===== src/design/dbe_pkg.sv =====
package dbe_pkg;

    localparam int MAX_DELIM_LEN = 8;
    localparam int CNT_W = $clog2(MAX_DELIM_LEN);
    localparam int LEN_W = 4;
    localparam int DELIM_W = 8 * MAX_DELIM_LEN;
    localparam int CFG_IDX_W = 3;

    localparam logic [7:0] NEWLINE = 8'h0A;
    // three backticks, first character lowest
    localparam logic [DELIM_W-1:0] DELIM_RESET = 64'h0000_0000_0060_6060;
    localparam logic [LEN_W-1:0] LEN_RESET = 4'd3;

    localparam logic [CFG_IDX_W-1:0] CFG_BEGIN_DELIM = 3'd0;
    localparam logic [CFG_IDX_W-1:0] CFG_BEGIN_LEN = 3'd1;
    localparam logic [CFG_IDX_W-1:0] CFG_END_DELIM = 3'd2;
    localparam logic [CFG_IDX_W-1:0] CFG_END_LEN = 3'd3;

    typedef struct packed {
        logic       kind;
        logic [7:0] text_byte;
    } dbe_in_t;

    typedef struct packed {
        logic [7:0] out_byte;
        logic       last_of_run;
    } dbe_out_t;

    typedef enum logic [1:0] {
        SRC_INPUT  = 2'd0,
        SRC_REPLAY = 2'd1,
        SRC_HELD   = 2'd2
    } dbe_src_t;

    typedef struct packed {
        logic     accept;
        logic     start_replay;
        logic     replay_step;
        logic     out_load;
        dbe_src_t out_src;
        logic     out_last;
    } dbe_cmd_t;

    typedef struct packed {
        logic out_valid;
        logic emits_byte;
        logic needs_replay;
        logic replay_last;
    } dbe_stat_t;

    function automatic logic [LEN_W-1:0] eff_len(input logic [LEN_W-1:0] raw);
        logic [LEN_W-1:0] n;
        n = raw;
        if (n == '0) begin
            n = LEN_W'(1);
        end
        if (n > LEN_W'(MAX_DELIM_LEN)) begin
            n = LEN_W'(MAX_DELIM_LEN);
        end
        return n;
    endfunction

    function automatic logic [7:0] delim_byte(input logic [DELIM_W-1:0] d,
                                              input logic [CNT_W-1:0] idx);
        return d[8*idx +: 8];
    endfunction

endpackage


===== src/design/dbe_datapath.sv =====
module dbe_datapath
    import dbe_pkg::*;
(
    input  logic                 aclk,
    input  logic                 aresetn,
    input  dbe_in_t              s_data,
    input  logic                 cfg_valid,
    input  logic [CFG_IDX_W-1:0] cfg_index,
    input  logic [63:0]          cfg_data,
    input  dbe_cmd_t             cmd,
    output dbe_stat_t            stat,
    input  logic                 m_ready,
    output logic                 m_valid,
    output dbe_out_t             m_data
);

    logic [DELIM_W-1:0] begin_delim_reg;
    logic [LEN_W-1:0]   begin_len_reg;
    logic [DELIM_W-1:0] end_delim_reg;
    logic [LEN_W-1:0]   end_len_reg;

    logic             inside_reg, inside_next;
    logic             line_start_reg, line_start_next;
    logic             eliding_reg, eliding_next;
    logic [CNT_W-1:0] count_reg, count_next;

    logic [CNT_W-1:0] replay_idx_reg;
    logic [CNT_W-1:0] replay_cnt_reg;
    logic [7:0]       held_reg;
    logic             out_valid_reg, out_valid_next;
    dbe_out_t         out_reg;

    logic [DELIM_W-1:0] cur_delim;
    logic [LEN_W-1:0]   cur_len;
    logic [LEN_W-1:0]   count_inc;
    logic               hit;
    logic               is_nl;

    // configuration registers
    always_ff @(posedge aclk) begin
        if (!aresetn) begin
            begin_delim_reg <= DELIM_RESET;
            begin_len_reg   <= LEN_RESET;
            end_delim_reg   <= DELIM_RESET;
            end_len_reg     <= LEN_RESET;
        end else if (cfg_valid) begin
            unique case (cfg_index)
                CFG_BEGIN_DELIM: begin_delim_reg <= cfg_data;
                CFG_BEGIN_LEN:   begin_len_reg <= cfg_data[LEN_W-1:0];
                CFG_END_DELIM:   end_delim_reg <= cfg_data;
                CFG_END_LEN:     end_len_reg <= cfg_data[LEN_W-1:0];
                default: ;
            endcase
        end
    end

    // matcher
    always_comb begin
        cur_delim = inside_reg ? end_delim_reg : begin_delim_reg;
        cur_len   = eff_len(inside_reg ? end_len_reg : begin_len_reg);
        hit       = (delim_byte(cur_delim, count_reg) == s_data.text_byte);
        is_nl     = (s_data.text_byte == NEWLINE);
        count_inc = {1'b0, count_reg} + LEN_W'(1);

        inside_next     = inside_reg;
        line_start_next = line_start_reg;
        eliding_next    = eliding_reg;
        count_next      = count_reg;

        if (s_data.kind) begin
            inside_next     = 1'b0;
            line_start_next = 1'b1;
            eliding_next    = 1'b0;
            count_next      = '0;
        end else if (eliding_reg) begin
            line_start_next = is_nl;
            eliding_next    = !is_nl;
        end else if (line_start_reg && hit) begin
            if (count_inc >= cur_len) begin
                inside_next     = !inside_reg;
                count_next      = '0;
                eliding_next    = 1'b1;
                line_start_next = 1'b0;
            end else begin
                count_next = count_inc[CNT_W-1:0];
            end
        end else begin
            count_next      = '0;
            line_start_next = is_nl;
        end

        stat.emits_byte   = !s_data.kind && !eliding_reg && !(line_start_reg && hit)
                            && inside_reg;
        stat.needs_replay = stat.emits_byte && line_start_reg && (count_reg != '0);
        stat.replay_last  = (replay_idx_reg == replay_cnt_reg - CNT_W'(1));
        stat.out_valid    = out_valid_reg;
    end

    always_ff @(posedge aclk) begin
        if (!aresetn) begin
            inside_reg     <= 1'b0;
            line_start_reg <= 1'b1;
            eliding_reg    <= 1'b0;
            count_reg      <= '0;
        end else if (cmd.accept) begin
            inside_reg     <= inside_next;
            line_start_reg <= line_start_next;
            eliding_reg    <= eliding_next;
            count_reg      <= count_next;
        end
    end

    // replay of a failed end prefix
    always_ff @(posedge aclk) begin
        if (cmd.start_replay) begin
            replay_idx_reg <= '0;
            replay_cnt_reg <= count_reg;
            held_reg       <= s_data.text_byte;
        end else if (cmd.replay_step) begin
            replay_idx_reg <= replay_idx_reg + CNT_W'(1);
        end
    end

    // output register
    always_comb begin
        out_valid_next = out_valid_reg;
        if (cmd.out_load) begin
            out_valid_next = 1'b1;
        end else if (m_ready) begin
            out_valid_next = 1'b0;
        end
    end

    always_ff @(posedge aclk) begin
        if (!aresetn) begin
            out_valid_reg <= 1'b0;
        end else begin
            out_valid_reg <= out_valid_next;
        end
    end

    always_ff @(posedge aclk) begin
        if (cmd.out_load) begin
            case (cmd.out_src)
                SRC_REPLAY: out_reg.out_byte <= delim_byte(end_delim_reg, replay_idx_reg);
                SRC_HELD:   out_reg.out_byte <= held_reg;
                default:    out_reg.out_byte <= s_data.text_byte;
            endcase
            out_reg.last_of_run <= cmd.out_last;
        end
    end

    assign m_valid = out_valid_reg;
    assign m_data  = out_reg;

endmodule


===== src/design/dbe_controller.sv =====
module dbe_controller
    import dbe_pkg::*;
(
    input  logic      aclk,
    input  logic      aresetn,
    input  logic      s_valid,
    output logic      s_ready,
    input  logic      m_ready,
    input  dbe_stat_t stat,
    output dbe_cmd_t  cmd
);

    typedef enum logic [2:0] {
        ST_IDLE   = 3'b001,
        ST_REPLAY = 3'b010,
        ST_EMIT   = 3'b100
    } dbe_state_t;

    dbe_state_t state_reg, state_next;
    logic       out_free;

    assign out_free = !stat.out_valid || m_ready;

    always_comb begin
        state_next       = state_reg;
        s_ready          = 1'b0;
        cmd.accept       = 1'b0;
        cmd.start_replay = 1'b0;
        cmd.replay_step  = 1'b0;
        cmd.out_load     = 1'b0;
        cmd.out_src      = SRC_INPUT;
        cmd.out_last     = 1'b0;
        unique case (state_reg)
            ST_IDLE: begin
                s_ready    = out_free;
                cmd.accept = s_valid && out_free;
                if (cmd.accept) begin
                    if (stat.needs_replay) begin
                        cmd.start_replay = 1'b1;
                        state_next       = ST_REPLAY;
                    end else if (stat.emits_byte) begin
                        cmd.out_load = 1'b1;
                        cmd.out_last = 1'b1;
                    end
                end
            end
            ST_REPLAY: begin
                if (out_free) begin
                    cmd.out_load    = 1'b1;
                    cmd.out_src     = SRC_REPLAY;
                    cmd.replay_step = 1'b1;
                    if (stat.replay_last) begin
                        state_next = ST_EMIT;
                    end
                end
            end
            ST_EMIT: begin
                if (out_free) begin
                    cmd.out_load = 1'b1;
                    cmd.out_src  = SRC_HELD;
                    cmd.out_last = 1'b1;
                    state_next   = ST_IDLE;
                end
            end
            default: state_next = ST_IDLE;
        endcase
    end

    always_ff @(posedge aclk) begin
        if (!aresetn) begin
            state_reg <= ST_IDLE;
        end else begin
            state_reg <= state_next;
        end
    end

    a_load_into_free: assert property (@(posedge aclk) disable iff (!aresetn)
        cmd.out_load |-> (!stat.out_valid || m_ready))
        else $error("output register overwritten while full");

    a_replay_blocks_input: assert property (@(posedge aclk) disable iff (!aresetn)
        cmd.start_replay |=> !s_ready)
        else $error("input taken during prefix replay");

    a_replay_emits: assert property (@(posedge aclk) disable iff (!aresetn)
        stat.needs_replay |-> stat.emits_byte)
        else $error("replay requested for a byte that is not passed on");

    a_emit_after_replay: assert property (@(posedge aclk) disable iff (!aresetn)
        (state_reg == ST_REPLAY && out_free && stat.replay_last) |=> state_reg == ST_EMIT)
        else $error("held byte not emitted after replay");

endmodule


===== src/design/delimited_block_extractor_top.sv =====
// Delimited block extractor: passes on only the text bytes that lie between a begin and an end
// delimiter, each counted only where it starts a line; the delimiter line itself, through its
// newline, is dropped. An input word with kind set marks end of file and clears the match state
// (not the registers). Delimiters and their lengths are written through the cfg port (index 0
// begin delimiter, 1 begin length, 2 end delimiter, 3 end length); the user must write them
// only while the block is idle, which the block itself does not enforce; cfg_ready is always
// high. One input word is taken per cycle while no prefix replay is under way and the single
// output register is empty or being read, so a result that waits on the receiver holds off
// input. A text word gives at most one output word unless it breaks a partial end match: then,
// inside a block, the matched prefix (1 to 7 words) is replayed from the end delimiter register
// before the failing byte, and input stays held off while the replay sequencer loads the prefix
// words and then the held failing byte into the output register, and while the receiver stalls.
module delimited_block_extractor_top
    import dbe_pkg::*;
(
    input  logic                 aclk,
    input  logic                 aresetn,
    input  logic                 s_valid,
    output logic                 s_ready,
    input  dbe_in_t              s_data,
    output logic                 m_valid,
    input  logic                 m_ready,
    output dbe_out_t             m_data,
    input  logic                 cfg_valid,
    output logic                 cfg_ready,
    input  logic [CFG_IDX_W-1:0] cfg_index,
    input  logic [63:0]          cfg_data
);

    dbe_cmd_t  cmd;
    dbe_stat_t stat;

    // register writes never stall
    assign cfg_ready = 1'b1;

    // sequencing of accepts, replay and output loads
    dbe_controller u_ctrl (
        .aclk    (aclk),
        .aresetn (aresetn),
        .s_valid (s_valid),
        .s_ready (s_ready),
        .m_ready (m_ready),
        .stat    (stat),
        .cmd     (cmd)
    );

    // registers, line state, matcher and output word
    dbe_datapath u_dp (
        .aclk      (aclk),
        .aresetn   (aresetn),
        .s_data    (s_data),
        .cfg_valid (cfg_valid),
        .cfg_index (cfg_index),
        .cfg_data  (cfg_data),
        .cmd       (cmd),
        .stat      (stat),
        .m_ready   (m_ready),
        .m_valid   (m_valid),
        .m_data    (m_data)
    );

endmodule

===== config.mk =====
export PLATFORM = sky130hd
export DESIGN_NAME = delimited_block_extractor_top
export DESIGN_NICKNAME = d
export VERILOG_FILES = /design/src/design/dbe_pkg.sv /design/src/design/dbe_datapath.sv /design/src/design/dbe_controller.sv /design/src/design/delimited_block_extractor_top.sv
export SDC_FILE = /design/constraint.sdc
export NUM_CORES = 1
export LEC_CHECK = 0
export BUFFER_PORTS_ARGS = -buffer_cell sky130_fd_sc_hd__buf_2
export CAP_MARGIN = 20
export CORE_MARGIN = 2
export CORE_UTILIZATION = 48
export DETAILED_ROUTE_END_ITERATION = 16
export GPL_TIMING_DRIVEN = 1
export PLACE_DENSITY = 0.67
export SLEW_MARGIN = 10
export SYNTH_ARGS = -nofsm -noshare
export SYNTH_HDL_FRONTEND = slang
export SYNTH_HIERARCHICAL = 1
export SYNTH_SLANG_ARGS = --single-unit

===== constraint.sdc =====
create_clock -name aclk -period 4.7 [get_ports aclk]
set_input_delay 0.705 -clock aclk [delete_from_list [all_inputs] [get_ports aclk]]
set_output_delay 0.705 -clock aclk [all_outputs]
set_load 0.02 [all_outputs]

After elaboration in Yosys (flattened, before gate mapping)
Index checks and enable logic that the tools add are counted.
{ "word_totals": {"input_bits": 81, "regBits": 169, "out_inout_bits": 12, "wordCells": 109} }
{ "classes": {"shift": 2, "reduce_logical": 28, "eq_ne": 18, "n_mux": 41, "n_addsub": 3, "magnitude_cmp": 2} }
{ "ops": {"columns": ["op", "count"], "rows": [
  ["variable part select 64 x 7 -> 8 bit", 2],
  ["2-to-1 mux 64 bit", 1],
  ["2-to-1 mux 3 bit", 9],
  ["2-to-1 mux 1 bit", 21],
  ["2-to-1 mux 4 bit", 4],
  ["one-hot mux 8 bit (2 select lines)", 1],
  ["AND reduction 2 bit", 6],
  ["equality test 3 x 2 -> 1 bit (second input constant)", 3],
  ["one-hot mux 3 bit (3 select lines)", 1],
  ["equality test 8 x 4 -> 1 bit (second input constant)", 1],
  ["equality test 8 bit", 1],
  ["logical AND 1 bit", 7],
  ["equality test 3 x 1 -> 1 bit (second input constant)", 2],
  ["logical NOT 1 bit", 6],
  ["!= test 2 x 1 -> 1 bit (second input constant)", 3],
  ["!= test 2 bit (second input constant)", 3],
  ["nonzero test 2 bit", 3],
  ["AND reduction 5 bit", 1],
  ["adder 3 x 1 -> 4 bit (second input constant)", 1],
  ["greater-or-equal comparator 4 bit", 1],
  ["> comparator 4 bit (second input constant)", 1],
  ["logical NOT 4 bit", 1],
  ["!= test 4 x 3 -> 1 bit (second input constant)", 1],
  ["one-hot mux 2 bit (2 select lines)", 1],
  ["other kinds (13)", 13]
]} }

Depth between registers and ports, before layout
Gate-level depths: netlist (run 1).
{ "logic_depth": {"word_depth": 13, "mapped_depth": 14, "depth_no_buf": 12} }

By module
Netlist (run 1), hierarchy kept.
{ "by_module_without_submodules": {"columns": ["module", "cells_each", "seq_area_each_um2", "area_per_inst_um2", "n_inst"], "rows": [
  ["dbe_datapath", 898, 3523.4, 7998.9, 1],
  ["dbe_controller", 29, 60.1, 245.2, 1],
  ["delimited_block_extractor_top", 2, 0.0, 11.3, 1]
]} }

Worst setup path before layout (run 1)
No wires, ideal clock.
{ "synth_timing": {"kind": "reg-to-reg", "startpoint": "register u_dp.count_reg[0]", "endpoint": "register u_dp.held_reg[0], enable pin", "arrival_time_ns": 3.443, "stages_incl_launch_ff": 10, "setup_slack_ns": 0.861, "setup_time_ns": 0.396, "period_less_slack_ns": 3.839, "path_buffers": 2, "required_time_ns": 4.304, "path_cell_list": "dfxtp_1 buf_6 buf_12 mux4_2 mux4_2 xnor2_2 nand4_2 nor3_4 a2111oi_0 nor4b_2"} }
{ "synth_lines": {"columns": ["item", "line_no", "source"], "rows": [
  ["start: declaration", "dbe_datapath.sv:25", "logic [CNT_W-1:0] count_reg, count_next;"],
  ["start signal: assignment", "dbe_datapath.sv:109", "count_reg <= count_next;"],
  ["end signal: assignment", "dbe_datapath.sv:118", "held_reg <= s_data.text_byte;"],
  ["end: declaration", "dbe_datapath.sv:29", "logic [7:0] held_reg;"]
]} }

==> impl_metrics.prom, run 1 <==
# TYPE chip_impl_metric gauge
chip_impl_metric{name="clkLatencyLatePin",unit="ps"} 430
chip_impl_metric{name="rows",unit=""} 47
chip_impl_metric{name="place.detailed.hpwl",unit="um"} 16500
chip_impl_metric{name="floorplan.die.height",unit="um"} 135
chip_impl_metric{name="power.internal",unit="mW"} 2.31
chip_impl_metric{name="total_leakage_power",unit="nW"} 3.44
chip_impl_metric{name="worst-endpoint-required",unit="ps"} 4830
chip_impl_metric{name="crit_buf_inv",unit=""} 1
chip_impl_metric{name="cts_buffers",unit=""} 17
chip_impl_metric{name="routed_wirelength",unit="um"} 23400
chip_impl_metric{name="postCtsResizedCells",unit=""} 0
chip_impl_metric{name="cpPeakStageDelay",unit="ps"} 900
chip_impl_info{name="synth_flop_cell",value="dfxtp_1"} 1
chip_impl_metric{name="number_of_global_route_vias_before_repair",unit=""} 6608
chip_impl_metric{name="postSynthNetCount",unit=""} 1020
chip_impl_metric{name="starting_density",unit="%"} 49.4
chip_impl_metric{name="finalClockSkew",unit="ps"} 9.44
chip_impl_info{name="crit_slowest_cell",value="dfxtp_2"} 1
chip_impl_metric{name="gp_routability_congestion",unit=""} 0.972
chip_impl_metric{name="max_slew_margin",unit="%"} 34.0
chip_impl_metric{name="synthDistinctLibCells",unit=""} 73
chip_impl_metric{name="worst_setup_hold_path_clk_slew",unit="ps"} 60
chip_impl_metric{name="postRouteAntennaNets",unit=""} 0
chip_impl_metric{name="netlist_instances",unit=""} 929
chip_impl_metric{name="top_level_ports",unit=""} 93
chip_impl_info{name="worstPathCellList",value="nor2b_1 > a22oi_1 > and3_1 > o2111a_1 > a41oi_2 > nor3_4 > a2111oi_0 > nor4b_2 > buf_4"} 1
chip_impl_metric{name="globalRouteTotalUtil",unit="%"} 26.4
chip_impl_metric{name="number_of_flip_flops_and_latches_in_the_synthesized_netlist",unit=""} 169
chip_impl_metric{name="cts_num_sinks",unit=""} 169
chip_impl_info{name="path_class",value="register to register"} 1
chip_impl_metric{name="synth_area_per_cell",unit="um^2"} 8.89
chip_impl_metric{name="grt_max_degree",unit=""} 79
chip_impl_metric{name="number_of_vias_per_cell",unit=""} 5.74
chip_impl_metric{name="p_per_area",unit="nW/um^2"} 325
chip_impl_metric{name="rrSetupSlack",unit="ps"} 560
chip_impl_info{name="hold_start",value="u_dp/begin_delim_reg[0]"} 1
chip_impl_metric{name="grt_antenna_before_repair",unit=""} 0
chip_impl_metric{name="power_frac_comb",unit="%"} 6.4
chip_impl_metric{name="post-route-period-util",unit="%"} 88.1
chip_impl_metric{name="ff2ff_path_depth",unit=""} 9
chip_impl_metric{name="ctsHoldBuffers",unit=""} 0
chip_impl_metric{name="final_instance_count_excl_fillers",unit=""} 1218
chip_impl_info{name="clockRootBuffer",value="clkbuf_16"} 1
chip_impl_metric{name="crit_fanout",unit=""} 35
chip_impl_metric{name="synth_warnings",unit=""} 6
chip_impl_info{name="cpLargestDelayFamily",value="compound AO/OA/AOI/OAI gates"} 1
chip_impl_info{name="tritoncts_clock_tree",value="yes"} 1
chip_impl_metric{name="detailedRoute.firstIterationViolations",unit=""} 535
chip_impl_metric{name="drtPass1Iterations",unit=""} 5
chip_impl_metric{name="max_cap_violations",unit=""} 0
chip_impl_metric{name="cp_data_arrival_time",unit="ps"} 4270
chip_impl_metric{name="remaining_routing_drc_violations",unit=""} 0
chip_impl_metric{name="final-setup-viol-count",unit=""} 0
chip_impl_info{name="hold_end",value="u_dp/begin_delim_reg[0]"} 1
chip_impl_metric{name="floorplan.die_area",unit="um^2"} 18300
chip_impl_info{name="rsz0062_at_grt",value="false"} 1
chip_impl_metric{name="number_of_input_and_output_port_buffers_inserted",unit=""} 91
chip_impl_metric{name="area_growth_syn_to_layout",unit="%"} 13.5
chip_impl_metric{name="maxSlewViolCount",unit=""} 0
chip_impl_metric{name="final.min_clock_period",unit="ps"} 4140
chip_impl_info{name="worstReg2RegEnd",value="u_dp/replay_cnt_reg[1]"} 1
chip_impl_metric{name="worst_ir_drop_vdd",unit="mV"} 0.248
chip_impl_metric{name="share_of_layout_cells_above_drive_strength_1",unit="%"} 19.8
chip_impl_metric{name="max_freq",unit="MHz"} 242
chip_impl_metric{name="grt-ovfl-total",unit=""} 0
chip_impl_metric{name="power.share.sequential",unit="%"} 49.6
chip_impl_metric{name="hold_path_depth",unit=""} 2
chip_impl_metric{name="netlist_area",unit="um^2"} 8260
chip_impl_metric{name="synth_enable_flop_cells",unit=""} 20
chip_impl_metric{name="grt_pass1_wl",unit="um"} 36500
chip_impl_metric{name="ctsLongestPathBuffers",unit=""} 2
chip_impl_metric{name="placedCellCount",unit=""} 1184
chip_impl_metric{name="clock_tree.htree_level_count",unit=""} 4
chip_impl_metric{name="postCtsSetupBuffers",unit=""} 0
chip_impl_info{name="hold_path_class",value="register to register"} 1
chip_impl_metric{name="wl_per_cell",unit="um"} 19.2
chip_impl_info{name="outcome",value="complete, no violations"} 1
chip_impl_metric{name="power.switching",unit="mW"} 0.734
chip_impl_metric{name="worst-slew-pin-transition",unit="ps"} 987
chip_impl_metric{name="number_of_nets_in_the_finished_design",unit=""} 1076
chip_impl_metric{name="final_hold_viol_count",unit=""} 0
chip_impl_metric{name="async_flop_share",unit="%"} 0
chip_impl_info{name="end_kind",value="register"} 1
chip_impl_metric{name="n_antenna_cell",unit=""} 0
chip_impl_metric{name="floorplan.core_area",unit="um^2"} 16700
chip_impl_info{name="rr_startpoint",value="u_dp/count_reg[0]"} 1
chip_impl_metric{name="die_w",unit="um"} 135
chip_impl_metric{name="power.clock.fraction",unit="%"} 43.9
chip_impl_metric{name="timing.setup.tns",unit="ps"} 0
chip_impl_metric{name="synth-seq-area-share",unit="%"} 43.4
chip_impl_metric{name="sw_frac_of_total",unit="%"} 24.1
chip_impl_metric{name="via_count",unit=""} 6989
chip_impl_info{name="critPathLaunchType",value="register"} 1
==> routing by layer <==
metal	wire, um	track usage [%]	vias up
met5	0	0	-
met3	1470	6.51	45
met2	11200	42.1	240
met4	816	11.1	0
met1	9970	34.4	3351
li1	-	-	3353
==> worst reg2reg max path, delay by kind of cell, from the launching register on <==
kind | cells | cell delay [ps]
AND/OR/NAND/NOR | 4 | 1280
flip-flops | 1 | 900
buffers and inverters | 1 | 280
AO/OA/AOI/OAI | 4 | 1390
==> synth_stat cells, types with 3 or more instances <==
| master | count | share of area, % |
|---|---|---|
| mux4_2 | 29 | 7.9 |
| nor3_1 | 8 | 0.49 |
| nand3b_1 | 3 | 0.27 |
| o22ai_1 | 4 | 0.30 |
| nor2b_1 | 4 | 0.30 |
| o21ai_0 | 8 | 0.49 |
| buf_2 | 3 | 0.18 |
| a21o_1 | 3 | 0.27 |
| buf_6 | 3 | 0.41 |
| inv_1 | 20 | 0.91 |
| nand3_1 | 16 | 0.97 |
| edfxtp_1 | 20 | 7.3 |
| nand2_1 | 276 | 13 |
| mux2_2 | 16 | 2.2 |
| a221oi_1 | 12 | 1.3 |
| clkbuf_1 | 51 | 2.3 |
| mux2i_1 | 46 | 5.6 |
| a21oi_1 | 132 | 8.0 |
| xnor2_1 | 10 | 1.1 |
| nand2b_1 | 5 | 0.38 |
| a22oi_1 | 6 | 0.55 |
| buf_4 | 6 | 0.55 |
| a22o_1 | 6 | 0.64 |
| buf_1 | 3 | 0.14 |
| nor2_1 | 23 | 1.0 |
| ha_1 | 10 | 1.5 |
| dfxtp_1 | 149 | 36 |
==> cells in the final DEF, fill, tap and decap left out, types with 3 or more instances in the layout <==
cell type,n
nor3_1,8
o21ai_0,8
ha_1,10
dfxtp_1,147
o22ai_1,4
a21oi_1,132
nor2_1,22
nand2_1,276
a22o_1,6
buf_2,91
nand3_1,16
clkbuf_16,17
a221oi_1,12
inv_1,20
a21o_1,3
mux2i_1,46
clkinv_2,4
inv_6,4
mux2_2,16
edfxtp_1,20
mux4_2,29
nor2b_1,4
a22oi_1,6
nand2b_1,5
buf_4,10
xnor2_1,10
nand3b_1,3
==> metrics by stage <==
step / hold WS [ps] / utilization [%] / setup WS, ps / cell area, um^2 / power (mW)
6_report: 455 / 56.1 / 560 / 9370 / 3.04
5_1_grt: 467 / 56.1 / 208 / 9370 / 3.15
4_1_cts: 455 / 56.0 / 555 / 9350 / 3.06
3_5_place_dp: 444 / 52.6 / 576 / 8790 / 1.73
3_3_place_gp: 442 / 52.6 / 753 / 8790 / 1.73
2_1_floorplan: 433 / - / 861 / 8260 / 1.64
==> power by group through the flow <==
stage,Sequential (mW),Combinational [mW],Clock (mW)
after CTS,1.51,0.193,1.35
after global placement,1.54,0.190,0
after floorplan,1.53,0.110,0
after detailed placement,1.54,0.192,0
after global routing,1.51,0.215,1.42
final,1.51,0.196,1.34
==> final cells by class <==
class                   instances  area (um^2)
multi-input cells             671         4290
fillers                      1554         7330
inverters                      22         83.8
repair buffers                104          571
flip-flops and latches        169         3590
clock inverters                13          119
clock buffers                  19          443
well taps                     220          275
==> cells by family after synthesis <==
logic type	count (synthesis)	share of synthesized area, %
AOI/OAI and AO/OA	192	13.9
xor gates and xnor gates	12	1.36
adders and majority gates	10	1.52
buffers and inverters	89	4.83
DFF	169	43.4
muxes	93	15.9
other	1	0.0454
and+or+nand+nor	363	19.0
==> worst max-delay path by stage <==
stage | start | endpoint | slack, ps | depth (start not counted)
final | u_dp/count_reg[0] | u_dp/replay_cnt_reg[1] | 560 | 9
after global routing | u_dp/count_reg[0] | u_dp/held_reg[0] | 210 | 9
after CTS | u_dp/count_reg[0] | u_dp/held_reg[0] | 560 | 8
after detailed placement | u_dp/count_reg[0] | u_dp/held_reg[7] | 580 | 8
after global placement | u_dp/count_reg[0] | u_dp/held_reg[3] | 750 | 8
after floorplan | u_dp/count_reg[0] | u_dp/held_reg[0] | 860 | 9
Power figures use the tool's default switching activity.
==> inputs of run 2 (changes only) <==
--- a/config.mk
+++ b/config.mk
@@ -15,5 +15,4 @@
 export SLEW_MARGIN = 10
 export SYNTH_ARGS = -nofsm -noshare
 export SYNTH_HDL_FRONTEND = slang
-export SYNTH_HIERARCHICAL = 1
 export SYNTH_SLANG_ARGS = --single-unit
==> impl_metrics.prom, run 2 <==
# TYPE chip_impl_metric gauge
chip_impl_metric{name="grt_antenna_before_repair",unit=""} 0
chip_impl_metric{name="async_flop_share",unit="%"} 0
chip_impl_info{name="worstPathCellList",value="buf_4 > mux4_2 > mux2i_1 > xnor2_1 > nor4_2 > o21a_4 > a2111oi_4 > buf_4 > nor2_1"} 1
chip_impl_metric{name="max_freq",unit="MHz"} 276
chip_impl_info{name="worstReg2RegEnd",value="u_dp.replay_idx_reg[0]"} 1
chip_impl_info{name="rsz0062_at_grt",value="false"} 1
chip_impl_metric{name="area_growth_syn_to_layout",unit="%"} 13.2
chip_impl_info{name="outcome",value="complete, no violations"} 1
chip_impl_metric{name="gp_routability_congestion",unit=""} 0.893
chip_impl_metric{name="preCtsSetupSlack",unit="ps"} 1110
chip_impl_metric{name="final_hold_viol_count",unit=""} 0
chip_impl_metric{name="postRouteAntennaNets",unit=""} 0
chip_impl_metric{name="max_slew_margin",unit="%"} 35.2
chip_impl_metric{name="clock_tree.htree_level_count",unit=""} 4
chip_impl_metric{name="worst_setup_hold_path_clk_slew",unit="ps"} 70
chip_impl_metric{name="cp_data_arrival_time",unit="ps"} 3950
chip_impl_metric{name="postCtsSetupBuffers",unit=""} 0
chip_impl_metric{name="remaining_routing_drc_violations",unit=""} 0
chip_impl_metric{name="postSynthNetCount",unit=""} 976
chip_impl_info{name="synth_top_cell_by_area",value="dfxtp_1"} 1
chip_impl_metric{name="p_per_area",unit="nW/um^2"} 320
chip_impl_metric{name="top_level_ports",unit=""} 93
chip_impl_metric{name="synth_enable_flop_cells",unit=""} 20
chip_impl_metric{name="number_of_global_route_vias_before_repair",unit=""} 6495
chip_impl_metric{name="grt_max_degree",unit=""} 98
chip_impl_info{name="synth_flop_cell",value="dfxtp_1"} 1
chip_impl_metric{name="synthDominantCellAreaShare",unit="%"} 35.2
chip_impl_metric{name="postCtsResizedCells",unit=""} 0
chip_impl_metric{name="floorplan.die_area",unit="um^2"} 18700
chip_impl_info{name="path_common_cell",value="buf_4"} 1
chip_impl_metric{name="floorplan.core_area",unit="um^2"} 17300
chip_impl_metric{name="synthDistinctLibCells",unit=""} 59
chip_impl_info{name="layout.cells.most_common",value="nand2_1"} 1
chip_impl_metric{name="ff2ff_path_depth",unit=""} 9
chip_impl_metric{name="number_of_vias_per_cell",unit=""} 5.67
chip_impl_metric{name="finished_cell_area",unit="um^2"} 9590
chip_impl_metric{name="finalPower",unit="mW"} 3.07
chip_impl_metric{name="total_leakage_power",unit="nW"} 3.57
chip_impl_info{name="most-common-layout-cells",value="nand2_1, dfxtp_1, a21boi_0"} 1
chip_impl_metric{name="n_antenna_cell",unit=""} 0
chip_impl_metric{name="synth-seq-area-share",unit="%"} 42.3
chip_impl_metric{name="power.clock.fraction",unit="%"} 44.5
chip_impl_metric{name="number_of_nets_in_the_finished_design",unit=""} 1034
chip_impl_metric{name="globalRouteTotalUtil",unit="%"} 25.8
chip_impl_metric{name="synth_warnings",unit=""} 0
chip_impl_metric{name="die_w",unit="um"} 137
chip_impl_info{name="crit_end",value="u_dp.replay_idx_reg[0]"} 1
chip_impl_metric{name="wl_per_cell",unit="um"} 19.3
chip_impl_metric{name="number_of_input_and_output_port_buffers_inserted",unit=""} 91
chip_impl_metric{name="power.internal",unit="mW"} 2.31
chip_impl_metric{name="final.min_clock_period",unit="ps"} 3620
chip_impl_info{name="hold_path_class",value="register to register"} 1
chip_impl_metric{name="worst-endpoint-required",unit="ps"} 5030
chip_impl_metric{name="share_of_layout_cells_above_drive_strength_1",unit="%"} 20.6
chip_impl_metric{name="worst-slew-pin-transition",unit="ps"} 971
chip_impl_metric{name="number_of_flip_flops_and_latches_in_the_synthesized_netlist",unit=""} 169
chip_impl_info{name="tritoncts_clock_tree",value="yes"} 1
chip_impl_metric{name="max_cap_violations",unit=""} 0
chip_impl_metric{name="worst_ir_drop_vdd",unit="mV"} 0.251
chip_impl_metric{name="power.share.sequential",unit="%"} 49.2
chip_impl_metric{name="place.detailed.hpwl",unit="um"} 16100
chip_impl_metric{name="final-setup-viol-count",unit=""} 0
chip_impl_metric{name="cts_num_sinks",unit=""} 169
chip_impl_info{name="rr_startpoint",value="u_dp.count_reg[1]"} 1
chip_impl_info{name="post_synth_main_area_contributors",value="dfxtp_1, nand2_1, a21boi_0"} 1
chip_impl_info{name="path_class",value="register to register"} 1
chip_impl_metric{name="cpPeakStageDelay",unit="ps"} 890
chip_impl_info{name="startpoint",value="u_dp.count_reg[1]"} 1
chip_impl_metric{name="ctsHoldBuffers",unit=""} 0
chip_impl_info{name="end_kind",value="register"} 1
chip_impl_info{name="crit_slowest_cell",value="a2111oi_4"} 1
chip_impl_metric{name="post-route-period-util",unit="%"} 77.1
chip_impl_metric{name="power.switching",unit="mW"} 0.753
chip_impl_metric{name="finalClockSkew",unit="ps"} 8.41
chip_impl_info{name="synthTopCellsByCount",value="nand2_1, dfxtp_1, a21boi_0"} 1
chip_impl_metric{name="cts_buffers",unit=""} 17
chip_impl_metric{name="netlist_instances",unit=""} 885
chip_impl_metric{name="grt-ovfl-total",unit=""} 0
chip_impl_metric{name="layout_setup_ws",unit="ps"} 1080
chip_impl_metric{name="floorplan.die.height",unit="um"} 137
chip_impl_metric{name="rrSetupSlack",unit="ps"} 1080
chip_impl_metric{name="power_frac_comb",unit="%"} 6.3
chip_impl_metric{name="maxSlewViolCount",unit=""} 0
chip_impl_metric{name="timing.setup.tns",unit="ps"} 0
chip_impl_metric{name="grt_pass1_wl",unit="um"} 35900
chip_impl_metric{name="ctsLongestPathBuffers",unit=""} 2
chip_impl_metric{name="clkLatencyLatePin",unit="ps"} 430
chip_impl_info{name="critPathLaunchType",value="register"} 1
chip_impl_info{name="most_repeated_cell_in_the_gate_level_netlist_after_synthesis",value="nand2_1"} 1
chip_impl_metric{name="rows",unit=""} 48
chip_impl_metric{name="postPlaceCellArea",unit="um^2"} 9020
chip_impl_metric{name="via_count",unit=""} 6691
chip_impl_metric{name="crit_fanout",unit=""} 21
chip_impl_metric{name="detailedRoute.firstIterationViolations",unit=""} 503
chip_impl_metric{name="netlist_area",unit="um^2"} 8460
chip_impl_metric{name="synth_area_per_cell",unit="um^2"} 9.56
chip_impl_info{name="clockRootBuffer",value="clkbuf_16"} 1
chip_impl_metric{name="drtPass1Iterations",unit=""} 5
chip_impl_metric{name="sw_frac_of_total",unit="%"} 24.6
chip_impl_metric{name="routed_wirelength",unit="um"} 22800
chip_impl_metric{name="starting_density",unit="%"} 48.9
[run 2: changes by cell type in the layout (fill, tap and decap cells not counted), moves of 5 or more]
cell      previous run  this run
nor2b_1              4         9
nand3_1             16        22
mux4_2              29        36
a21boi_0             0       119
nor2_1              22        14
xnor2_1             10        15
a22o_1               6         0
a21oi_1            132        15
inv_1               20        15
nor3_1               8         1
mux2i_1             46        19
mux4_1               0        12
mux2_2              16        11
[run 2: area by class of cell]
type                    instances  area [um^2]
clock inverters                13          134
well taps                     225          282
clock buffers                  18          429
multi-input cells             636         4550
flip-flops and latches        169         3580
repair buffers                103          548
inverters                      16         60.1
fillers                      1613         7710
[run 2: metal layers]
layer / GRT usage [%] / share of wire, % / wire (um) / vias up
met5: 0 / 0 / 0 / -
met3: 6.22 / 6.6 / 1500 / 34
met4: 8.42 / 2.1 / 469 / 0
met1: 33.6 / 42 / 9660 / 3244
met2: 42.5 / 49 / 11200 / 203
li1: - / - / - / 3210
[run 2: kinds of logic (layout without fill, tap and decap cells)]
group,Yosys count,in the layout,share of synthesized area (%)
xor gates and xnor gates,17,17,1.76
and+or+nand+nor,356,356,17.6
AOI/OAI and AO/OA,173,173,15.6
muxes,79,79,17.2
adders and majority gates,10,10,1.48
buffers and inverters,80,150,4.05
DFF,169,169,42.3
other,1,1,0.0443
[run 2: worst min path at each step]
stage / from / end / cells after the start
after detailed placement: u_dp.begin_delim_reg[59] / u_dp.begin_delim_reg[59] / 2
after floorplan: u_dp.count_reg[2] / u_dp.replay_cnt_reg[2] / 0
after global placement: u_dp.begin_delim_reg[59] / u_dp.begin_delim_reg[59] / 2
after CTS: s_data[7] / u_dp.held_reg[7] / 1
final: u_dp.begin_delim_reg[59] / u_dp.begin_delim_reg[59] / 2
after global routing: s_data[7] / u_dp.held_reg[7] / 1
[run 2: power groups by stage]
stage | clock network (mW) | logic (mW) | registers (mW)
after floorplan | 0 | 0.113 | 1.53
after global placement | 0 | 0.191 | 1.54
after detailed placement | 0 | 0.192 | 1.54
after CTS | 1.39 | 0.194 | 1.51
after global routing | 1.44 | 0.214 | 1.51
final | 1.36 | 0.194 | 1.51
[run 2: critical path, delay by kind of cell, from the launching register on]
family | cells | cell delay, ps
buf+inv | 2 | 630
compound gates | 2 | 1170
flops | 1 | 690
xor+xnor | 1 | 160
mux | 2 | 710
simple gates | 2 | 160
[run 2: per-stage QoR]
stage	instances	hold slack (ps)	util [%]
floorplan	885	429	-
global placement	1149	455	52.2
detailed placement	1149	457	52.2
CTS	1180	464	55.4
global route	1180	478	55.4
finish	1180	464	55.4
==> inputs of run 3 (changes only) <==
==> constraint.sdc (replaced) <==
create_clock -name aclk -period 3.65 [get_ports aclk]
set_input_delay 0.5475 -clock aclk [delete_from_list [all_inputs] [get_ports aclk]]
set_output_delay 0.5475 -clock aclk [all_outputs]
set_load 0.02 [all_outputs]
==> impl_metrics.prom, run 3 (same netlist as run 2, synthesis figures left out) <==
# TYPE chip_impl_metric gauge
chip_impl_info{name="outcome",value="complete, no violations"} 1
chip_impl_metric{name="power.internal",unit="mW"} 2.93
chip_impl_metric{name="share_of_layout_cells_above_drive_strength_1",unit="%"} 21.0
chip_impl_info{name="rsz0062_at_grt",value="false"} 1
chip_impl_info{name="hold_path_class",value="input pin to register"} 1
chip_impl_metric{name="finalClockSkew",unit="ps"} 9.99
chip_impl_metric{name="grt_pass1_wl",unit="um"} 36300
chip_impl_info{name="hold_start",value="s_data[7]"} 1
chip_impl_metric{name="worst_ir_drop_vdd",unit="mV"} 0.353
chip_impl_metric{name="postCtsResizedCells",unit=""} 0
chip_impl_metric{name="crit_fanout",unit=""} 16
chip_impl_metric{name="detailedRoute.firstIterationViolations",unit=""} 503
chip_impl_info{name="clockRootBuffer",value="clkbuf_16"} 1
chip_impl_metric{name="worst-endpoint-required",unit="ps"} 3790
chip_impl_metric{name="routed_wirelength",unit="um"} 23200
chip_impl_metric{name="timing.setup.tns",unit="ps"} 0
chip_impl_metric{name="cp_data_arrival_time",unit="ps"} 3320
chip_impl_metric{name="die_w",unit="um"} 137
chip_impl_metric{name="clkLatencyLatePin",unit="ps"} 440
chip_impl_metric{name="final_hold_viol_count",unit=""} 0
chip_impl_metric{name="postCtsSetupBuffers",unit=""} 0
chip_impl_metric{name="worst_setup_hold_path_clk_slew",unit="ps"} 70
chip_impl_metric{name="p_per_area",unit="nW/um^2"} 401
chip_impl_metric{name="final.min_clock_period",unit="ps"} 3190
chip_impl_metric{name="floorplan.die.height",unit="um"} 137
chip_impl_metric{name="grt_antenna_before_repair",unit=""} 0
chip_impl_metric{name="via_count",unit=""} 6801
chip_impl_metric{name="floorplan.die_area",unit="um^2"} 18700
chip_impl_metric{name="max_slew_margin",unit="%"} 41.6
chip_impl_metric{name="ff2ff_path_depth",unit=""} 7
chip_impl_metric{name="top_level_ports",unit=""} 93
chip_impl_metric{name="floorplan.core_area",unit="um^2"} 17300
chip_impl_metric{name="starting_density",unit="%"} 48.9
chip_impl_metric{name="globalRouteTotalUtil",unit="%"} 26.0
chip_impl_metric{name="total_leakage_power",unit="nW"} 3.59
chip_impl_metric{name="finalPower",unit="mW"} 3.86
chip_impl_info{name="tritoncts_clock_tree",value="yes"} 1
chip_impl_metric{name="number_of_vias_per_cell",unit=""} 5.72
chip_impl_metric{name="clock_tree.htree_level_count",unit=""} 4
chip_impl_metric{name="max_cap_violations",unit=""} 0
chip_impl_metric{name="remaining_routing_drc_violations",unit=""} 0
chip_impl_metric{name="post_route_met1_wirelength",unit="um"} 10300
chip_impl_info{name="critPathLaunchType",value="register"} 1
chip_impl_info{name="hold_end",value="u_dp.held_reg[7]"} 1
chip_impl_metric{name="drtPass1Iterations",unit=""} 5
chip_impl_metric{name="postLayoutCoreUtil",unit="%"} 55.7
chip_impl_metric{name="met2_wirelength",unit="um"} 10900
chip_impl_metric{name="grt-ovfl-total",unit=""} 0
chip_impl_info{name="path_class",value="register to register"} 1
chip_impl_metric{name="power.clock.fraction",unit="%"} 43.2
chip_impl_metric{name="ctsLongestPathBuffers",unit=""} 2
chip_impl_metric{name="n_antenna_cell",unit=""} 0
chip_impl_info{name="worstReg2RegEnd",value="u_dp.m_data[2]"} 1
chip_impl_metric{name="finished_cell_area",unit="um^2"} 9630
chip_impl_metric{name="power_frac_comb",unit="%"} 6.6
chip_impl_metric{name="cts_buffers",unit=""} 17
chip_impl_metric{name="cts_num_sinks",unit=""} 169
chip_impl_metric{name="ctsHoldBuffers",unit=""} 0
chip_impl_metric{name="max_freq",unit="MHz"} 314
chip_impl_metric{name="number_of_nets_in_the_finished_design",unit=""} 1041
chip_impl_metric{name="gp_routability_congestion",unit=""} 0.863
chip_impl_metric{name="number_of_global_route_vias_before_repair",unit=""} 6317
chip_impl_metric{name="wl_per_cell",unit="um"} 19.5
chip_impl_info{name="layout.cells.most_common",value="nand2_1"} 1
chip_impl_metric{name="rrSetupSlack",unit="ps"} 460
chip_impl_metric{name="sw_frac_of_total",unit="%"} 24.2
chip_impl_metric{name="met3WireLength",unit="um"} 1400
chip_impl_metric{name="grt_max_degree",unit=""} 93
chip_impl_metric{name="worst-slew-pin-transition",unit="ps"} 875
chip_impl_metric{name="final-setup-viol-count",unit=""} 0
chip_impl_info{name="top_signal_layer_used",value="met4"} 1
chip_impl_info{name="rr_startpoint",value="u_dp.count_reg[0]"} 1
chip_impl_info{name="most-common-layout-cells",value="nand2_1, dfxtp_1, a21boi_0"} 1
chip_impl_metric{name="number_of_input_and_output_port_buffers_inserted",unit=""} 91
chip_impl_metric{name="place.detailed.hpwl",unit="um"} 16200
chip_impl_metric{name="power.switching",unit="mW"} 0.935
chip_impl_metric{name="power.share.sequential",unit="%"} 50.2
chip_impl_metric{name="timing.hold.ws",unit="ps"} 327
chip_impl_metric{name="postRouteAntennaNets",unit=""} 0
chip_impl_info{name="end_kind",value="register"} 1
chip_impl_metric{name="area_growth_syn_to_layout",unit="%"} 13.8
chip_impl_metric{name="hold_path_depth",unit=""} 1
chip_impl_metric{name="maxSlewViolCount",unit=""} 0
chip_impl_metric{name="rows",unit=""} 48
chip_impl_metric{name="postPlaceCellArea",unit="um^2"} 9100
chip_impl_metric{name="post-route-period-util",unit="%"} 87.3
[run 3: how the worst max path moves through the flow]
stage                       from  depth (start not counted)                  end  slack (ps)
5_1_grt        u_dp.count_reg[0]                          8       u_dp.m_data[2]         270
6_report       u_dp.count_reg[0]                          7       u_dp.m_data[2]         460
4_1_cts        u_dp.count_reg[0]                          7       u_dp.m_data[2]         470
3_3_place_gp   u_dp.count_reg[0]                          7       u_dp.m_data[3]         550
2_1_floorplan    u_dp.inside_reg                         14  u_dp.line_start_reg         570
3_5_place_dp   u_dp.count_reg[0]                          7       u_dp.m_data[2]         500
[run 3: metal layers]
metal	global-route usage [%]	vias to the layer above
met5	0	-
met2	40.9	247
met1	35.5	3292
met4	8.08	0
met3	6.19	40
li1	-	3222
[run 3: final cells by class]
type | instances | area, um^2
clock buffers | 23 | 468
clock inverters | 9 | 66.3
fillers | 1595 | 7660
inverters | 16 | 60.1
multi-input cells | 636 | 4550
flip-flops and latches | 169 | 3580
well taps | 225 | 282
repair buffers | 110 | 626
[run 3: critical path, cell delays in order (launching register included)]
cell and delay (ps):
dfxtp_2 630, mux4_1 600, or2_2 300, a32oi_2 240, xnor2_1 180, and4_4 320
a21oi_1 130, or3_1 490
[run 3: power by group through the flow]
| stage | Sequential, mW | Clock, mW | Combinational, mW |
|---|---|---|---|
| finish | 1.94 | 1.67 | 0.254 |
| global route | 1.94 | 1.77 | 0.277 |
| CTS | 1.94 | 1.69 | 0.253 |
| detailed placement | 1.98 | 0 | 0.252 |
| global placement | 1.98 | 0 | 0.251 |
| floorplan | 1.97 | 0 | 0.145 |
[run 3: per-stage QoR]
stage,worst slack [ps],cells
floorplan,574,885
global placement,545,1156
detailed placement,496,1156
CTS,472,1188
global route,270,1188
finish,464,1188
